==> src/sv/bdq_pkg.sv <==
// Shared types and codes for the bounded double-ended queue.
// Used by the controller, the datapath and the top level; no dependencies.
package bdq_pkg;

   // Operation codes carried in the request
   localparam logic [2:0] FUNC_PUSH_BACK  = 3'd0;
   localparam logic [2:0] FUNC_POP_BACK   = 3'd1;
   localparam logic [2:0] FUNC_PUSH_FRONT = 3'd2;
   localparam logic [2:0] FUNC_POP_FRONT  = 3'd3;
   localparam logic [2:0] FUNC_DELETE     = 3'd4;

   // Result status codes
   localparam logic [1:0] STATUS_OK      = 2'd0;
   localparam logic [1:0] STATUS_EMPTY   = 2'd1;
   localparam logic [1:0] STATUS_FULL    = 2'd2;
   localparam logic [1:0] STATUS_NOMATCH = 2'd3;

   // Commands from the controller to the datapath
   typedef struct packed {
      logic accept;       // latch the request transaction
      logic exec;         // carry out the latched operation
      logic pop_capture;  // take the popped entry from the read register
      logic scan;         // one step of the delete scan and compaction
      logic rsp_load;     // move the result into the output register
   } ctl_cmd_type;

   // Status from the datapath to the controller
   typedef struct packed {
      logic [2:0] func;      // latched operation code
      logic       empty;     // no entries held
      logic       full;      // all entries held
      logic       scan_last; // last held entry is being compared
      logic       rsp_busy;  // output register holds a result not yet taken
   } dp_stat_type;

endpackage

==> src/sv/bdq_ctrl.sv <==
// Controller state machine for the bounded double-ended queue.
// Depends on bdq_pkg for the command and status structs and the operation codes.
module bdq_ctrl (
   input  logic                 clock,
   input  logic                 reset,
   input  logic                 req_tvalid,
   output logic                 req_tready,
   input  bdq_pkg::dp_stat_type stat,
   output bdq_pkg::ctl_cmd_type cmd
);

   typedef enum logic [4:0] {
      ST_IDLE = 5'b00001,
      ST_EXEC = 5'b00010,
      ST_POPW = 5'b00100,
      ST_SCAN = 5'b01000,
      ST_FIN  = 5'b10000
   } state_type;

   state_type state_ff;
   state_type state_in;

   logic is_pop;
   logic is_delete;

   assign is_pop    = (stat.func == bdq_pkg::FUNC_POP_BACK) ||
                      (stat.func == bdq_pkg::FUNC_POP_FRONT);
   assign is_delete = (stat.func == bdq_pkg::FUNC_DELETE);

   // Sequence one transaction at a time through the datapath
   always_comb begin
      state_in        = state_ff;
      cmd             = '0;
      req_tready      = 1'b0;
      unique case (state_ff)
         ST_IDLE: begin
            req_tready = 1'b1;
            if (req_tvalid) begin
               cmd.accept = 1'b1;
               state_in   = ST_EXEC;
            end
         end
         ST_EXEC: begin
            cmd.exec = 1'b1;
            if (is_pop && !stat.empty) begin
               state_in = ST_POPW;
            end else if (is_delete && !stat.empty) begin
               state_in = ST_SCAN;
            end else begin
               state_in = ST_FIN;
            end
         end
         ST_POPW: begin
            cmd.pop_capture = 1'b1;
            state_in        = ST_FIN;
         end
         ST_SCAN: begin
            cmd.scan = 1'b1;
            if (stat.scan_last) begin
               state_in = ST_FIN;
            end
         end
         ST_FIN: begin
            if (!stat.rsp_busy) begin
               cmd.rsp_load = 1'b1;
               state_in     = ST_IDLE;
            end
         end
         default: begin
            state_in = ST_IDLE;
         end
      endcase
   end

   // Advance the state
   always_ff @(posedge clock) begin
      if (reset) begin
         state_ff <= ST_IDLE;
      end else begin
         state_ff <= state_in;
      end
   end

endmodule

==> src/sv/bdq_dpath.sv <==
// Datapath for the bounded double-ended queue: ring store, pointers,
// delete scan pipeline and output register. Depends on bdq_pkg.
module bdq_dpath #(
   parameter int DEPTH = 16
) (
   input  logic                 clock,
   input  logic                 reset,
   input  bdq_pkg::ctl_cmd_type cmd,
   output bdq_pkg::dp_stat_type stat,
   input  logic [2:0]           req_func,
   input  logic signed [31:0]   req_value,
   input  logic                 rsp_tready,
   output logic                 rsp_valid,
   output logic signed [31:0]   rsp_value,
   output logic [4:0]           rsp_count,
   output logic [1:0]           rsp_status
);

   localparam int AW = $clog2(DEPTH);
   localparam int CW = $clog2(DEPTH + 1);

   // Ring store
   logic signed [31:0] mem [DEPTH];
   logic               mem_we;
   logic [AW-1:0]      mem_waddr;
   logic signed [31:0] mem_wdata;
   logic               mem_re;
   logic [AW-1:0]      mem_raddr;
   logic signed [31:0] rd_data_ff;

   // Latched request
   logic [2:0]         func_ff, func_in;
   logic signed [31:0] value_ff, value_in;

   // Queue pointers
   logic [AW-1:0]      front_ff, front_in;
   logic [CW-1:0]      occ_ff, occ_in;

   // Result being built
   logic signed [31:0] rem_ff, rem_in;
   logic [1:0]         status_ff, status_in;

   // Delete scan pipeline
   logic [AW-1:0]      rd_slot_ff, rd_slot_in;
   logic [CW-1:0]      rd_cnt_ff, rd_cnt_in;
   logic               cmp_v_ff, cmp_v_in;
   logic [AW-1:0]      cmp_slot_ff, cmp_slot_in;
   logic [CW-1:0]      cmp_cnt_ff, cmp_cnt_in;
   logic [AW-1:0]      prev_slot_ff, prev_slot_in;
   logic               found_ff, found_in;

   // Output register
   logic               rsp_valid_ff, rsp_valid_in;
   logic signed [31:0] rsp_value_ff, rsp_value_in;
   logic [4:0]         rsp_count_ff, rsp_count_in;
   logic [1:0]         rsp_status_ff, rsp_status_in;

   logic               full;
   logic               empty;
   logic               scan_last;
   logic               match;

   function automatic logic [AW-1:0] slot_add(input logic [AW-1:0] base,
                                              input logic [CW-1:0] off);
      logic [AW:0] sum;
      begin
         sum = {1'b0, base} + (AW + 1)'(off);
         if (sum >= (AW + 1)'(DEPTH)) begin
            sum = sum - (AW + 1)'(DEPTH);
         end
         return sum[AW-1:0];
      end
   endfunction

   function automatic logic [AW-1:0] slot_inc(input logic [AW-1:0] s);
      return (s == AW'(DEPTH - 1)) ? '0 : s + AW'(1);
   endfunction

   function automatic logic [AW-1:0] slot_dec(input logic [AW-1:0] s);
      return (s == '0) ? AW'(DEPTH - 1) : s - AW'(1);
   endfunction

   assign full      = (occ_ff == CW'(DEPTH));
   assign empty     = (occ_ff == '0);
   assign scan_last = cmp_v_ff && (cmp_cnt_ff == occ_ff - CW'(1));
   assign match     = (rd_data_ff == value_ff);

   assign stat.func      = func_ff;
   assign stat.empty     = empty;
   assign stat.full      = full;
   assign stat.scan_last = scan_last;
   assign stat.rsp_busy  = rsp_valid_ff && !rsp_tready;

   always_comb begin
      func_in       = func_ff;
      value_in      = value_ff;
      front_in      = front_ff;
      occ_in        = occ_ff;
      rem_in        = rem_ff;
      status_in     = status_ff;
      rd_slot_in    = rd_slot_ff;
      rd_cnt_in     = rd_cnt_ff;
      cmp_v_in      = cmp_v_ff;
      cmp_slot_in   = cmp_slot_ff;
      cmp_cnt_in    = cmp_cnt_ff;
      prev_slot_in  = prev_slot_ff;
      found_in      = found_ff;
      mem_we        = 1'b0;
      mem_waddr     = front_ff;
      mem_wdata     = value_ff;
      mem_re        = 1'b0;
      mem_raddr     = front_ff;
      rsp_valid_in  = rsp_valid_ff;
      rsp_value_in  = rsp_value_ff;
      rsp_count_in  = rsp_count_ff;
      rsp_status_in = rsp_status_ff;

      // Latch the request transaction
      if (cmd.accept) begin
         func_in  = req_func;
         value_in = req_value;
      end

      // Carry out the operation
      if (cmd.exec) begin
         rem_in    = '0;
         status_in = bdq_pkg::STATUS_OK;
         case (func_ff)
            bdq_pkg::FUNC_PUSH_BACK: begin
               if (full) begin
                  status_in = bdq_pkg::STATUS_FULL;
               end else begin
                  mem_we    = 1'b1;
                  mem_waddr = slot_add(front_ff, occ_ff);
                  occ_in    = occ_ff + CW'(1);
               end
            end
            bdq_pkg::FUNC_PUSH_FRONT: begin
               if (full) begin
                  status_in = bdq_pkg::STATUS_FULL;
               end else begin
                  front_in  = slot_dec(front_ff);
                  mem_we    = 1'b1;
                  mem_waddr = slot_dec(front_ff);
                  occ_in    = occ_ff + CW'(1);
               end
            end
            bdq_pkg::FUNC_POP_BACK: begin
               if (empty) begin
                  status_in = bdq_pkg::STATUS_EMPTY;
               end else begin
                  mem_re    = 1'b1;
                  mem_raddr = slot_add(front_ff, occ_ff - CW'(1));
                  occ_in    = occ_ff - CW'(1);
               end
            end
            bdq_pkg::FUNC_POP_FRONT: begin
               if (empty) begin
                  status_in = bdq_pkg::STATUS_EMPTY;
               end else begin
                  mem_re    = 1'b1;
                  mem_raddr = front_ff;
                  front_in  = slot_inc(front_ff);
                  occ_in    = occ_ff - CW'(1);
               end
            end
            bdq_pkg::FUNC_DELETE: begin
               if (empty) begin
                  status_in = bdq_pkg::STATUS_NOMATCH;
               end else begin
                  rd_slot_in = front_ff;
                  rd_cnt_in  = '0;
                  cmp_v_in   = 1'b0;
                  found_in   = 1'b0;
               end
            end
            default: begin
            end
         endcase
      end

      // Take the popped entry
      if (cmd.pop_capture) begin
         rem_in = rd_data_ff;
      end

      // Scan: read one entry ahead, compare the one just read, shift after a match
      if (cmd.scan) begin
         if (rd_cnt_ff < occ_ff) begin
            mem_re      = 1'b1;
            mem_raddr   = rd_slot_ff;
            rd_slot_in  = slot_inc(rd_slot_ff);
            rd_cnt_in   = rd_cnt_ff + CW'(1);
            cmp_v_in    = 1'b1;
            cmp_slot_in = rd_slot_ff;
            cmp_cnt_in  = rd_cnt_ff;
         end else begin
            cmp_v_in = 1'b0;
         end
         if (cmp_v_ff) begin
            prev_slot_in = cmp_slot_ff;
            if (found_ff) begin
               mem_we    = 1'b1;
               mem_waddr = prev_slot_ff;
               mem_wdata = rd_data_ff;
            end else if (match) begin
               found_in = 1'b1;
            end
         end
         if (scan_last) begin
            if (found_ff || match) begin
               occ_in = occ_ff - CW'(1);
            end else begin
               status_in = bdq_pkg::STATUS_NOMATCH;
            end
         end
      end

      // Hold or hand over the result transaction
      if (cmd.rsp_load) begin
         rsp_valid_in  = 1'b1;
         rsp_value_in  = rem_ff;
         rsp_count_in  = 5'(occ_ff);
         rsp_status_in = status_ff;
      end else if (rsp_tready) begin
         rsp_valid_in = 1'b0;
      end
   end

   // Ring store with registered read data
   always_ff @(posedge clock) begin
      if (mem_we) begin
         mem[mem_waddr] <= mem_wdata;
      end
      if (mem_re) begin
         rd_data_ff <= mem[mem_raddr];
      end
   end

   // Control registers
   always_ff @(posedge clock) begin
      if (reset) begin
         front_ff     <= '0;
         occ_ff       <= '0;
         cmp_v_ff     <= 1'b0;
         found_ff     <= 1'b0;
         rsp_valid_ff <= 1'b0;
      end else begin
         front_ff     <= front_in;
         occ_ff       <= occ_in;
         cmp_v_ff     <= cmp_v_in;
         found_ff     <= found_in;
         rsp_valid_ff <= rsp_valid_in;
      end
   end

   // Payload registers
   always_ff @(posedge clock) begin
      func_ff       <= func_in;
      value_ff      <= value_in;
      rem_ff        <= rem_in;
      status_ff     <= status_in;
      rd_slot_ff    <= rd_slot_in;
      rd_cnt_ff     <= rd_cnt_in;
      cmp_slot_ff   <= cmp_slot_in;
      cmp_cnt_ff    <= cmp_cnt_in;
      prev_slot_ff  <= prev_slot_in;
      rsp_value_ff  <= rsp_value_in;
      rsp_count_ff  <= rsp_count_in;
      rsp_status_ff <= rsp_status_in;
   end

   assign rsp_valid  = rsp_valid_ff;
   assign rsp_value  = rsp_value_ff;
   assign rsp_count  = rsp_count_ff;
   assign rsp_status = rsp_status_ff;

endmodule

==> src/sv/bounded_deque_with_delete.sv <==
// Bounded double-ended queue with delete-by-value, one result per request.
// Requests are handled one at a time: the next is taken only after the result of the last
// has entered the output register, and that waits while an earlier result is not yet taken.
// Synchronous active-high reset empties the queue; the store itself is not cleared.
module bounded_deque_with_delete #(
   parameter int DEPTH = 16
) (
   input  logic        clock,
   input  logic        reset,
   input  logic        req_tvalid,
   output logic        req_tready,
   input  logic [31:0] req_tdata,   // [31:0] value
   input  logic [2:0]  req_tuser,   // [2:0] func
   output logic        rsp_tvalid,
   input  logic        rsp_tready,
   output logic [39:0] rsp_tdata,   // [31:0] removed_value, [36:32] entry_count, zero fill
   output logic [1:0]  rsp_tuser    // [1:0] status
);

   bdq_pkg::ctl_cmd_type cmd;
   bdq_pkg::dp_stat_type stat;

   logic signed [31:0] rsp_value;
   logic [4:0]         rsp_count;

   bdq_ctrl u_ctrl (
      .clock      (clock),
      .reset      (reset),
      .req_tvalid (req_tvalid),
      .req_tready (req_tready),
      .stat       (stat),
      .cmd        (cmd)
   );

   bdq_dpath #(
      .DEPTH (DEPTH)
   ) u_dpath (
      .clock      (clock),
      .reset      (reset),
      .cmd        (cmd),
      .stat       (stat),
      .req_func   (req_tuser),
      .req_value  ($signed(req_tdata)),
      .rsp_tready (rsp_tready),
      .rsp_valid  (rsp_tvalid),
      .rsp_value  (rsp_value),
      .rsp_count  (rsp_count),
      .rsp_status (rsp_tuser)
   );

   // Pack the result transaction
   assign rsp_tdata = {3'b000, rsp_count, rsp_value};

   // Only one request in flight at a time
   a_one_in_flight: assert property (@(posedge clock) disable iff (reset)
      (req_tvalid && req_tready) |=> !req_tready)
      else $error("request accepted while another is in flight");

   // A loaded result shows on the output
   a_rsp_loaded: assert property (@(posedge clock) disable iff (reset)
      cmd.rsp_load |=> rsp_tvalid)
      else $error("result load did not raise rsp_tvalid");

   // The scan stops after the last entry is compared
   a_scan_ends: assert property (@(posedge clock) disable iff (reset)
      (cmd.scan && stat.scan_last) |=> !cmd.scan)
      else $error("delete scan ran past the last entry");

   // A result is loaded only when the output register is free
   a_no_overwrite: assert property (@(posedge clock) disable iff (reset)
      cmd.rsp_load |-> !(rsp_tvalid && !rsp_tready))
      else $error("result overwrote a pending output");

endmodule

==> config.mk <==
export PLATFORM = sky130hd
export DESIGN_NAME = bounded_deque_with_delete
export DESIGN_NICKNAME = d
export VERILOG_FILES = /design/src/sv/bdq_pkg.sv /design/src/sv/bdq_ctrl.sv /design/src/sv/bdq_dpath.sv /design/src/sv/bounded_deque_with_delete.sv
export SDC_FILE = /design/constraint.sdc
export NUM_CORES = 1
export LEC_CHECK = 0
export BUFFER_PORTS_ARGS = -buffer_cell sky130_fd_sc_hd__buf_2
export CORE_MARGIN = 10
export CORE_UTILIZATION = 40
export CTS_BUF_LIST = sky130_fd_sc_hd__clkbuf_16
export CTS_CLUSTER_DIAMETER = 80
export CTS_CLUSTER_SIZE = 16
export DETAILED_ROUTE_END_ITERATION = 8
export PLACE_DENSITY_LB_ADDON = 0.1
export SYNTH_ARGS = -nofsm -noshare
export SYNTH_HDL_FRONTEND = slang
export SYNTH_SLANG_ARGS = --single-unit
export TNS_END_PERCENT = 50
==> constraint.sdc <==
create_clock -name clock -period 5.4 [get_ports clock]
set_clock_uncertainty 0.15 [all_clocks]
set_input_delay 0.81 -clock clock [delete_from_list [all_inputs] [get_ports clock]]
set_output_delay 0.81 -clock clock [all_outputs]
set_load 0.05 [all_outputs]
Yosys cells after proc, flatten, opt, wreduce, memory -nomap -nowiden
Memories as Yosys holds them, arrays and structs flattened. A register that Yosys moved wholly into a read port is not among the register bits.
Cells that the tools add are included.
Widths: inputs -> output; s select.
{"block": "word_totals", "ramBits": 512, "out_inout_bits": 44, "regBits": 147, "memories": 1}
{"block": "op_classes", "eq_ne": 19, "add_sub_neg": 10, "n_mux": 90, "order_cmp": 3, "reduce_logical": 23}
{"name": "u_dpath.mem", "depth": 16, "width": 32, "read_ports": 1, "rd_clocked_by_memory_dff": 1, "write_ports": 1, "line_no": "bdq_dpath.sv:23", "text": "logic signed [31:0] mem [DEPTH];"}
{"cell": "$mux 32", "n": 5}
{"cell": "$mux 4", "n": 22}
{"cell": "$mux 5", "n": 16}
{"cell": "$mux 1", "n": 36}
{"cell": "$eq 32x32->1", "n": 1}
{"cell": "$pmux 5 s5", "n": 1}
{"cell": "$pmux 4 s2", "n": 2}
{"cell": "$mux 2", "n": 6}
{"cell": "$sub 4x1->4 const B", "n": 3}
{"cell": "$add 4x5->5", "n": 2}
{"cell": "$add 5x1->5 const B", "n": 2}
{"cell": "$eq 5x5->1 const B", "n": 2}
{"cell": "$ge 5x5->1 const B", "n": 2}
{"cell": "$pmux 5 s2", "n": 1}
{"cell": "$reduce_bool 2->1", "n": 5}
{"cell": "$reduce_and 3->1", "n": 3}
{"cell": "$add 4x1->4 const B", "n": 2}
{"cell": "$eq 4x4->1 const B", "n": 2}
{"cell": "$ne 2x2->1 const B", "n": 4}
{"cell": "$eq 3x2->1 const B", "n": 2}
{"cell": "$pmux 2 s3", "n": 1}
{"cell": "$eq 5x1->1 const B", "n": 1}
{"cell": "$eq 5x2->1 const B", "n": 1}
{"cell": "$eq 5x3->1 const B", "n": 1}
{"cell": "other kinds (15)", "n": 22}

Logic depth before layout (Yosys ltp)
Gate-level depths: netlist of the first run.
{"block": "depth", "word_depth": 9, "mapped_depth": 16}

Hierarchy
A second synthesis of the first run with hierarchy kept.
{"block": "unflattened", "hier_cells": 1850, "hier_area_um2": 27721.6}
{"mod": "bdq_dpath", "cells_each": 1804, "seq_area_each_um2": 20369.5, "instances": 1, "area_per_inst_um2": 27321.2}
{"mod": "bdq_ctrl", "cells_each": 42, "seq_area_each_um2": 100.1, "instances": 1, "area_per_inst_um2": 374.1}
{"mod": "bounded_deque_with_delete", "cells_each": 4, "seq_area_each_um2": 0.0, "instances": 1, "area_per_inst_um2": 26.3}

Least setup slack after synthesis of the first run
Ideal clock, no wire load.
{"block": "synth_timing", "path_type": "register -> register", "from": "register u_ctrl.state_ff[4]", "to": "register u_dpath.rd_data_ff[0] (read register of u_dpath.mem) (enable)", "slack_ns": 1.275, "t_arrival_ns": 3.510, "period_less_slack_ns": 4.125, "t_required_ns": 4.784, "n_path_buf": 1, "path_stages_with_launch": 5, "cell_sequence": "dfxtp_1 or3_4 or2_1 clkbuf_1 o21ai_0"}
{"block": "synth_via", "elab_chain_cells": 5, "elab_cells_between_ends": 10}
{"item": "from (decl)", "line_no": "bdq_ctrl.sv:20", "text": "state_type state_ff;"}
{"item": "from (signal assigned)", "line_no": "bdq_ctrl.sv:80", "text": "state_ff <= state_in;"}
{"item": "$eq 5x2->1", "line_no": "bdq_ctrl.sv:35", "text": "unique case (state_ff)"}
{"item": "$mux 1", "line_no": "bdq_ctrl.sv:35"}
{"item": "$mux 1", "line_no": "bdq_dpath.sv:125", "text": "if (cmd.exec) begin"}
{"item": "$mux 1", "line_no": "bdq_dpath.sv:189", "text": "if (rd_cnt_ff < occ_ff) begin"}
{"item": "$mux 1 (*)", "line_no": "bdq_dpath.sv:188", "text": "if (cmd.scan) begin"}
{"item": "via u_dpath.mem_re", "line_no": "bdq_dpath.sv:27", "text": "logic mem_re;"}
{"item": "to (decl)", "line_no": "bdq_dpath.sv:29", "text": "logic signed [31:0] rd_data_ff;"}
The timed path passes the listed nets; every way through them passes the cells marked *.
A chain may end at the register's enable or synchronous reset.

Worst setup path after layout of the first run
{"block": "layout_timing", "from": "register u_dpath.occ_ff[0]", "to": "memory u_dpath.mem[4][1] (enable)"}
{"block": "layout_via", "elab_chain_cells": 9, "elab_cells_between_ends": 20}
{"item": "from (decl)", "line_no": "bdq_dpath.sv:37", "text": "logic [CW-1:0] occ_ff, occ_in;"}
{"item": "from (signal assigned)", "line_no": "bdq_dpath.sv:250", "text": "occ_ff <= occ_in;"}
{"item": "$add 4x5->5 or $eq 5x5->1 (tied branches)", "line_no": "bdq_dpath.sv:67, bdq_dpath.sv:83"}
{"item": "$sub 4x1->4 (tied with other cells)", "line_no": "bdq_dpath.sv:69", "text": "sum = sum - (AW + 1)'(DEPTH);"}
{"item": "$mux 4 or $mux 1 (tied branches)"}
{"item": "$mux 4 or $mux 1 (tied branches)", "line_no": "bdq_dpath.sv:130, bdq_dpath.sv:125"}
{"item": "$pmux 4 s2 or $mux 1 (tied branches)", "line_no": "bdq_dpath.sv:128, bdq_dpath.sv:202"}
{"item": "$mux 4 or $mux 1 (tied branches)", "line_no": "bdq_dpath.sv:125, bdq_dpath.sv:200"}
{"item": "$mux 4 or $mux 1 (tied branches)", "line_no": "bdq_dpath.sv:202, bdq_dpath.sv:188"}
{"item": "$mux 4 or $mux 1 (tied branches)", "line_no": "bdq_dpath.sv:200, bdq_dpath.sv:232"}
{"item": "$mux 4 or $mux 1 (tied branches)", "line_no": "bdq_dpath.sv:188, bdq_dpath.sv:233"}
{"item": "to (decl)", "line_no": "bdq_dpath.sv:23"}
Several ways; a longest one is shown, not always the timed one.

==> results.sh, run 1 <==
export IMPL_place_ws_ns=1.04
export IMPL_tightest_slew_ns=1.05
export IMPL_p_per_area_nw_per_um2=312
export IMPL_seq_area_frac_synth_pct=73.0
export IMPL_synth_top_family_by_area="compound AO/OA/AOI/OAI gates"
export IMPL_place_hpwl_mm=41.6
export IMPL_critPathSlowestCell="nor2_4"
export IMPL_final_nets=2050
export IMPL_syn_area_um2=28100
export IMPL_rsz0062_at_grt="no"
export IMPL_clockBufferDepth=3
export IMPL_min_period_ns=4.33
export IMPL_vdd_drop_max_mv=0.211
export IMPL_cp_required_ns=5.55
export IMPL_num_fill_cells=6214
export IMPL_arrival_ns=4.49
export IMPL_first_pass_iters=5
export IMPL_num_rows=97
export IMPL_synth_xor_area_share_pct=1.56
export IMPL_cts_sinks=691
export IMPL_die_width_um=285
export IMPL_hold_viol=0
export IMPL_cp_common_cell="nand2_1"
export IMPL_drtIter0Drc=1575
export IMPL_synth_simple_area_share_pct=9.13
export IMPL_startpoint_type="register"
export IMPL_maxCapViolations=0
export IMPL_finalWorstSetupSlack_ns=1.07
export IMPL_grt_pass1_vias=15800
export IMPL_ant_nets=0
export IMPL_vias_per_cell=5.55
export IMPL_yosysWarnings=0
export IMPL_syn_avg_cell_area_um2=14.6
export IMPL_slew_violations=0
export IMPL_slew_headroom_pct=30.0
export IMPL_setup_viol=0
export IMPL_async_flop_share_pct=0
export IMPL_drive_above_1_share_pct=15.8
export IMPL_leakagePower_nw=10.6
export IMPL_cts_made_buffers=49
export IMPL_initial_core_util_pct=40.2
export IMPL_critPathKind="register to register"
export IMPL_syn_to_final_growth_pct=10.3
export IMPL_synth_fa_ha_area_share_pct=0.856
export IMPL_dr_total_vias=16300
export IMPL_clk_pin_slew_worst_paths_ns=0.07
export IMPL_cts_htree_levels=2
export IMPL_post_drt_wl_per_cell_um=25.0
export IMPL_root_buffer="clkbuf_16"
export IMPL_die_area_um2=81100
export IMPL_postCtsHoldBufs=0
export IMPL_hold_class="input pin to register"
export IMPL_final_util_pct=44.4
export IMPL_antenna_found_initial=5
export IMPL_tritoncts="built"
export IMPL_cts_setup_buffers=0
export IMPL_cp_end_kind="register"
export IMPL_ys_flop_type="edfxtp_1"
export IMPL_fin_crit_sh_pct=80.2
export IMPL_cp_top_family="simple AND/OR/NAND/NOR gates"
export IMPL_grt_pass1_wl_mm=108
export IMPL_total_power_mw=9.67
export IMPL_yosysUniqueCellTypes=62
export IMPL_synth_compound_area_share_pct=9.38
export IMPL_clock_latency_ns=0.63
export IMPL_crit_chain="inv_1, ha_1, nor3b_1, nand2_1, a32o_1, nand3_1, a31o_2, nand2_1, nor2_4, buf_12"
export IMPL_synthMuxAreaShare_pct=2.82
export IMPL_worstPathMaxFanout=18
export IMPL_io_pin_count=83
export IMPL_cts_resized=0
export IMPL_status="finished clean"
export IMPL_fmax_mhz=231
export IMPL_port_buffers=79
export IMPL_place_gp_congestion=0.840
export IMPL_slowest_delay_ns=0.71
export IMPL_ys_ff_latch=691
export IMPL_grt_max_degree=121
export IMPL_synth_edff_count=663
export IMPL_netlist_instances=1922
export IMPL_tns_ns=0
export IMPL_grtUsageTotal_pct=17.7
export IMPL_core_region_area_um2=69800
export IMPL_drc=0
export IMPL_fp_dieH_um=285
export IMPL_final_common_cell="edfxtp_1"
export IMPL_crit_buf_inv=2
export IMPL_overflow=0
export IMPL_drt_total_wl_mm=73.7
export IMPL_mostFrequentLayoutCells="663 x edfxtp_1, 380 x nand2_1, 157 x a21oi_1"
through the flow:
| stage | hold slack [ns] | cell area, µm² | instances |
|---|---|---|---|
| 6_report | 0.206 | 31000 | 2946 |
| 5_1_grt | 0.179 | 31000 | 2944 |
| 4_1_cts | 0.166 | 31000 | 2944 |
| 3_5_place_dp | 0.255 | 29600 | 2882 |
| 3_3_place_gp | 0.253 | 29600 | 2882 |
| 2_1_floorplan | 0.250 | 28100 | 1924 |
state kept, by name (all words and copies together) (netlist names), 5 cells and up:
register	cells
u_dpath.cmp_cnt_ff	5
u_dpath.value_ff	32
u_dpath.rsp_value	32
u_ctrl.state_ff	5
u_dpath.rd_cnt_ff	5
u_dpath.rd_data_ff	32
u_dpath.occ_ff	5
u_dpath.rem_ff	32
u_dpath.mem	512
u_dpath.rsp_count	5
where the power goes:
part	total, mW	leakage, nW	switching, mW	internal, mW
clock	3.43	0.682	1.77	1.66
combinational	0.283	3.62	0.203	0.0805
sequential	5.96	6.27	0.0339	5.92
cells in the mapped netlist (all sizes together) (28+ instances only):
cell | n | area share, %
clkbuf | 63 | 1.5
a21oi | 158 | 2.8
a221o | 34 | 1.3
nand2 | 382 | 5.1
a22oi | 33 | 0.88
buf | 61 | 1.5
mux2 | 33 | 1.3
dfxtp | 28 | 2.0
and2 | 37 | 0.83
edfxtp | 663 | 71
nand3 | 46 | 1.2
a32oi | 96 | 3.0
xnor2 | 40 | 1.2
nor2 | 47 | 0.64
mux2i | 42 | 1.5
final cells by class:
type | instances | area [µm²] | share of cell area (%)
Sequential cell | 691 | 20500 | 66.1
Multi-Input combinational cell | 1091 | 6870 | 22.2
Clock buffer | 50 | 1250 | 4.04
Tap cell | 940 | 1180 | 3.80
Timing Repair Buffer | 142 | 1040 | 3.37
Clock inverter | 12 | 76.3 | 0.247
Inverter | 18 | 67.6 | 0.218
Antenna cell | 2 | 5.00 | 0.0162
kinds of logic after synthesis:
group,after synthesis
and+or+nand+nor,568
buffers and inverters,142
AOI/OAI and AO/OA,377
other,1
muxes,75
adders and majority gates,18
xor gates and xnor gates,50
DFF,691
metal layers:
metal / part of all wire (%) / wire, µm / up-vias / global-route usage [%]
met1: 46 / 33600 / 8333 / 25.1
met4: 2.1 / 1570 / 0 / 4.33
li1: - / - / 7394 / -
met5: 0 / 0 / - / 0
met2: 46 / 34000 / 520 / 28.1
met3: 6.1 / 4490 / 90 / 2.93
worst paths after layout:
check,startpoint,depth (start not counted),to,slack (ns)
worst min-delay path,req_tdata[26],1,u_dpath.value_ff[26]$_DFFE_PP_,0.21
worst min register to register,u_dpath.rem_ff[8]$_SDFFCE_PN0P_,0,u_dpath.rsp_value[8]$_DFFE_PP_,0.26
worst max-delay path,u_dpath.occ_ff[0]$_SDFF_PP0_,10,u_dpath.mem[4][1]$_DFFE_PP_,1.07
worst max register to register,u_dpath.occ_ff[0]$_SDFF_PP0_,10,u_dpath.mem[4][1]$_DFFE_PP_,1.07
Note: power is estimated with default switching activity, not from simulation.
==> run 2, diff against run 1 <==
==> constraint.sdc (replaced) <==
create_clock -name clock -period 3.7 [get_ports clock]
set_clock_uncertainty 0.15 [all_clocks]
set_input_delay 0.555 -clock clock [delete_from_list [all_inputs] [get_ports clock]]
set_output_delay 0.555 -clock clock [all_outputs]
set_load 0.05 [all_outputs]
==> run 2 against run 1 <==
Against the previous run:
- first-iteration DRC count up 3.5%
- combinational power up 65%
- worst setup slack worse by 0.87 ns
- largest power group unchanged
==> results.sh, run 2 (synthesis results as in run 1) <==
export IMPL_grtUsageTotal_pct=18.4
export IMPL_first_pass_iters=5
export IMPL_die_width_um=285
export IMPL_overflow=0
export IMPL_leakagePower_nw=11.0
export IMPL_die_area_um2=81100
export IMPL_core_region_area_um2=69800
export IMPL_place_ws_ns=0.159
export IMPL_drtIter0Drc=1630
export IMPL_num_fill_cells=6125
export IMPL_tritoncts="built"
export IMPL_dr_total_vias=16600
export IMPL_cts_made_buffers=49
export IMPL_syn_to_final_growth_pct=14.4
export IMPL_fmax_mhz=285
export IMPL_maxUsedRoutingLayer="met4"
export IMPL_rsz0062_at_grt="no"
export IMPL_final_nets=2124
export IMPL_initial_core_util_pct=40.2
export IMPL_mostFrequentLayoutCells="663 x edfxtp_1, 380 x nand2_1, 157 x a21oi_1"
export IMPL_io_pin_count=83
export IMPL_ant_nets=0
export IMPL_comb_power_share_pct=3.3
export IMPL_slew_headroom_pct=36.0
export IMPL_dr_wl_met3_mm=5.48
export IMPL_largest_reg_flops=512
export IMPL_place_hpwl_mm=47.2
export IMPL_root_buffer="clkbuf_16"
export IMPL_place_gp_congestion=0.838
export IMPL_clock_latency_ns=0.61
export IMPL_p_sw_mw=2.94
export IMPL_grt_pass1_wl_mm=112
export IMPL_pwr_share_clk_pct=35.6
export IMPL_power_share_switching_pct=20.7
export IMPL_port_buffers=79
export IMPL_total_power_mw=14.2
export IMPL_setup_viol=0
export IMPL_drive_above_1_share_pct=17.1
export IMPL_diodes=0
export IMPL_clockBufferDepth=3
export IMPL_fin_crit_sh_pct=94.7
export IMPL_post_drt_wl_per_cell_um=25.3
export IMPL_critPathKind="register to register"
export IMPL_r2r_slack_ns=0.20
export IMPL_intPower_mw=11.3
export IMPL_tightest_slew_ns=0.957
export IMPL_regMostFlops="u_dpath.mem"
export IMPL_drt_total_wl_mm=76.4
export IMPL_cp_end_kind="register"
export IMPL_seqPwrFrac_pct=61.2
export IMPL_drc=0
export IMPL_finalWorstSetupSlack_ns=0.195
export IMPL_timing_hold_ws_ns=0.112
export IMPL_status="finished clean"
export IMPL_fp_dieH_um=285
export IMPL_p_per_area_nw_per_um2=443
export IMPL_cp_required_ns=3.90
export IMPL_cts_htree_levels=2
export IMPL_grt_max_degree=92
export IMPL_arrival_ns=3.70
export IMPL_num_rows=97
export IMPL_min_period_ns=3.50
export IMPL_final_util_pct=46.0
export IMPL_hold_viol=0
export IMPL_grt_pass1_vias=16000
export IMPL_met1_length_mm=34.7
export IMPL_clk_pin_slew_worst_paths_ns=0.07
export IMPL_hold_class="input pin to register"
export IMPL_slew_violations=0
export IMPL_final_common_cell="edfxtp_1"
export IMPL_worstPathMaxFanout=45
export IMPL_wl_met2_mm=34.6
export IMPL_startpoint_type="register"
export IMPL_maxCapViolations=0
export IMPL_antenna_found_initial=2
export IMPL_vias_per_cell=5.52
export IMPL_vdd_drop_max_mv=0.327
export IMPL_cts_sinks=691
[run 2: cell types whose count changed in the layout (fill, tap and decap cells not counted), sizes merged]
cell         change
clkinv           +5
buf             +39
dlygate4sd3     +35
bufinv           +1
inv              -7
diode            -2
[run 2: critical path: stages (launching register included)]
cell     delay, ns
dfxtp_1       0.41
inv_1         0.12
ha_1          0.31
nor4b_2       0.23
nor4_4        0.38
mux2i_1       0.43
a21o_4        0.26
buf_12        0.25
buf_12        0.21
mux2i_1       0.21
a221o_2       0.18
nand3_2       0.07
[run 2: timing repair]
action / in CTS / in global routing
gates resized for setup: 0 / 3
endpoints found under the setup margin: 0 / 29
hold endpoints to repair: 35 / 0
buffers inserted: 0 / 2
hold buffers: 35 / 0
[run 2: power groups by stage]
stage                     sequential (mW)  combinational, mW  clock, mW
after floorplan                      8.85              0.264          0
after global placement               8.87              0.436          0
after detailed placement             8.87              0.444          0
after CTS                            8.69              0.473       5.18
after global routing                 8.69              0.512       5.44
final                                8.69              0.466       5.05
[run 2: layout make-up]
cell class / count / area, µm² / share of cell area [%]
clock buffers: 50 / 1250 / 3.90
well taps: 940 / 1180 / 3.67
clock inverters: 11 / 80.1 / 0.250
inverters: 18 / 67.6 / 0.211
multi-input cells: 1091 / 6890 / 21.5
repair buffers: 216 / 2150 / 6.70
flip-flops and latches: 691 / 20500 / 63.8
[run 2: final timing paths]
path,from,end,cells past startpoint
worst min register to register,u_dpath.rem_ff[11]$_SDFFCE_PN0P_,u_dpath.rsp_value[11]$_DFFE_PP_,0
worst max-delay path,u_dpath.occ_ff[0]$_SDFF_PP0_,u_dpath.rd_data_ff[26]$_DFFE_PP_,11
worst max register to register,u_dpath.occ_ff[0]$_SDFF_PP0_,u_dpath.rd_data_ff[26]$_DFFE_PP_,11
worst min-delay path,req_tvalid,u_ctrl.state_ff[1]$_SDFFE_PP0P_,3
[run 2: per-layer routing]
layer  up-vias  track usage, %
met5         -               0
met4         0            4.41
met3        92            3.61
met2       573            28.3
met1      8427            26.4
li1       7549               -
[run 2: through the flow]
step	TNS, ns	std cells	instance area [µm²]
3_5_place_dp	0	2919	30300
4_1_cts	0	3015	32000
2_1_floorplan	-176.97	1924	28100
5_1_grt	0	3017	32100
3_3_place_gp	0	2919	30300
6_report	0	3017	32100
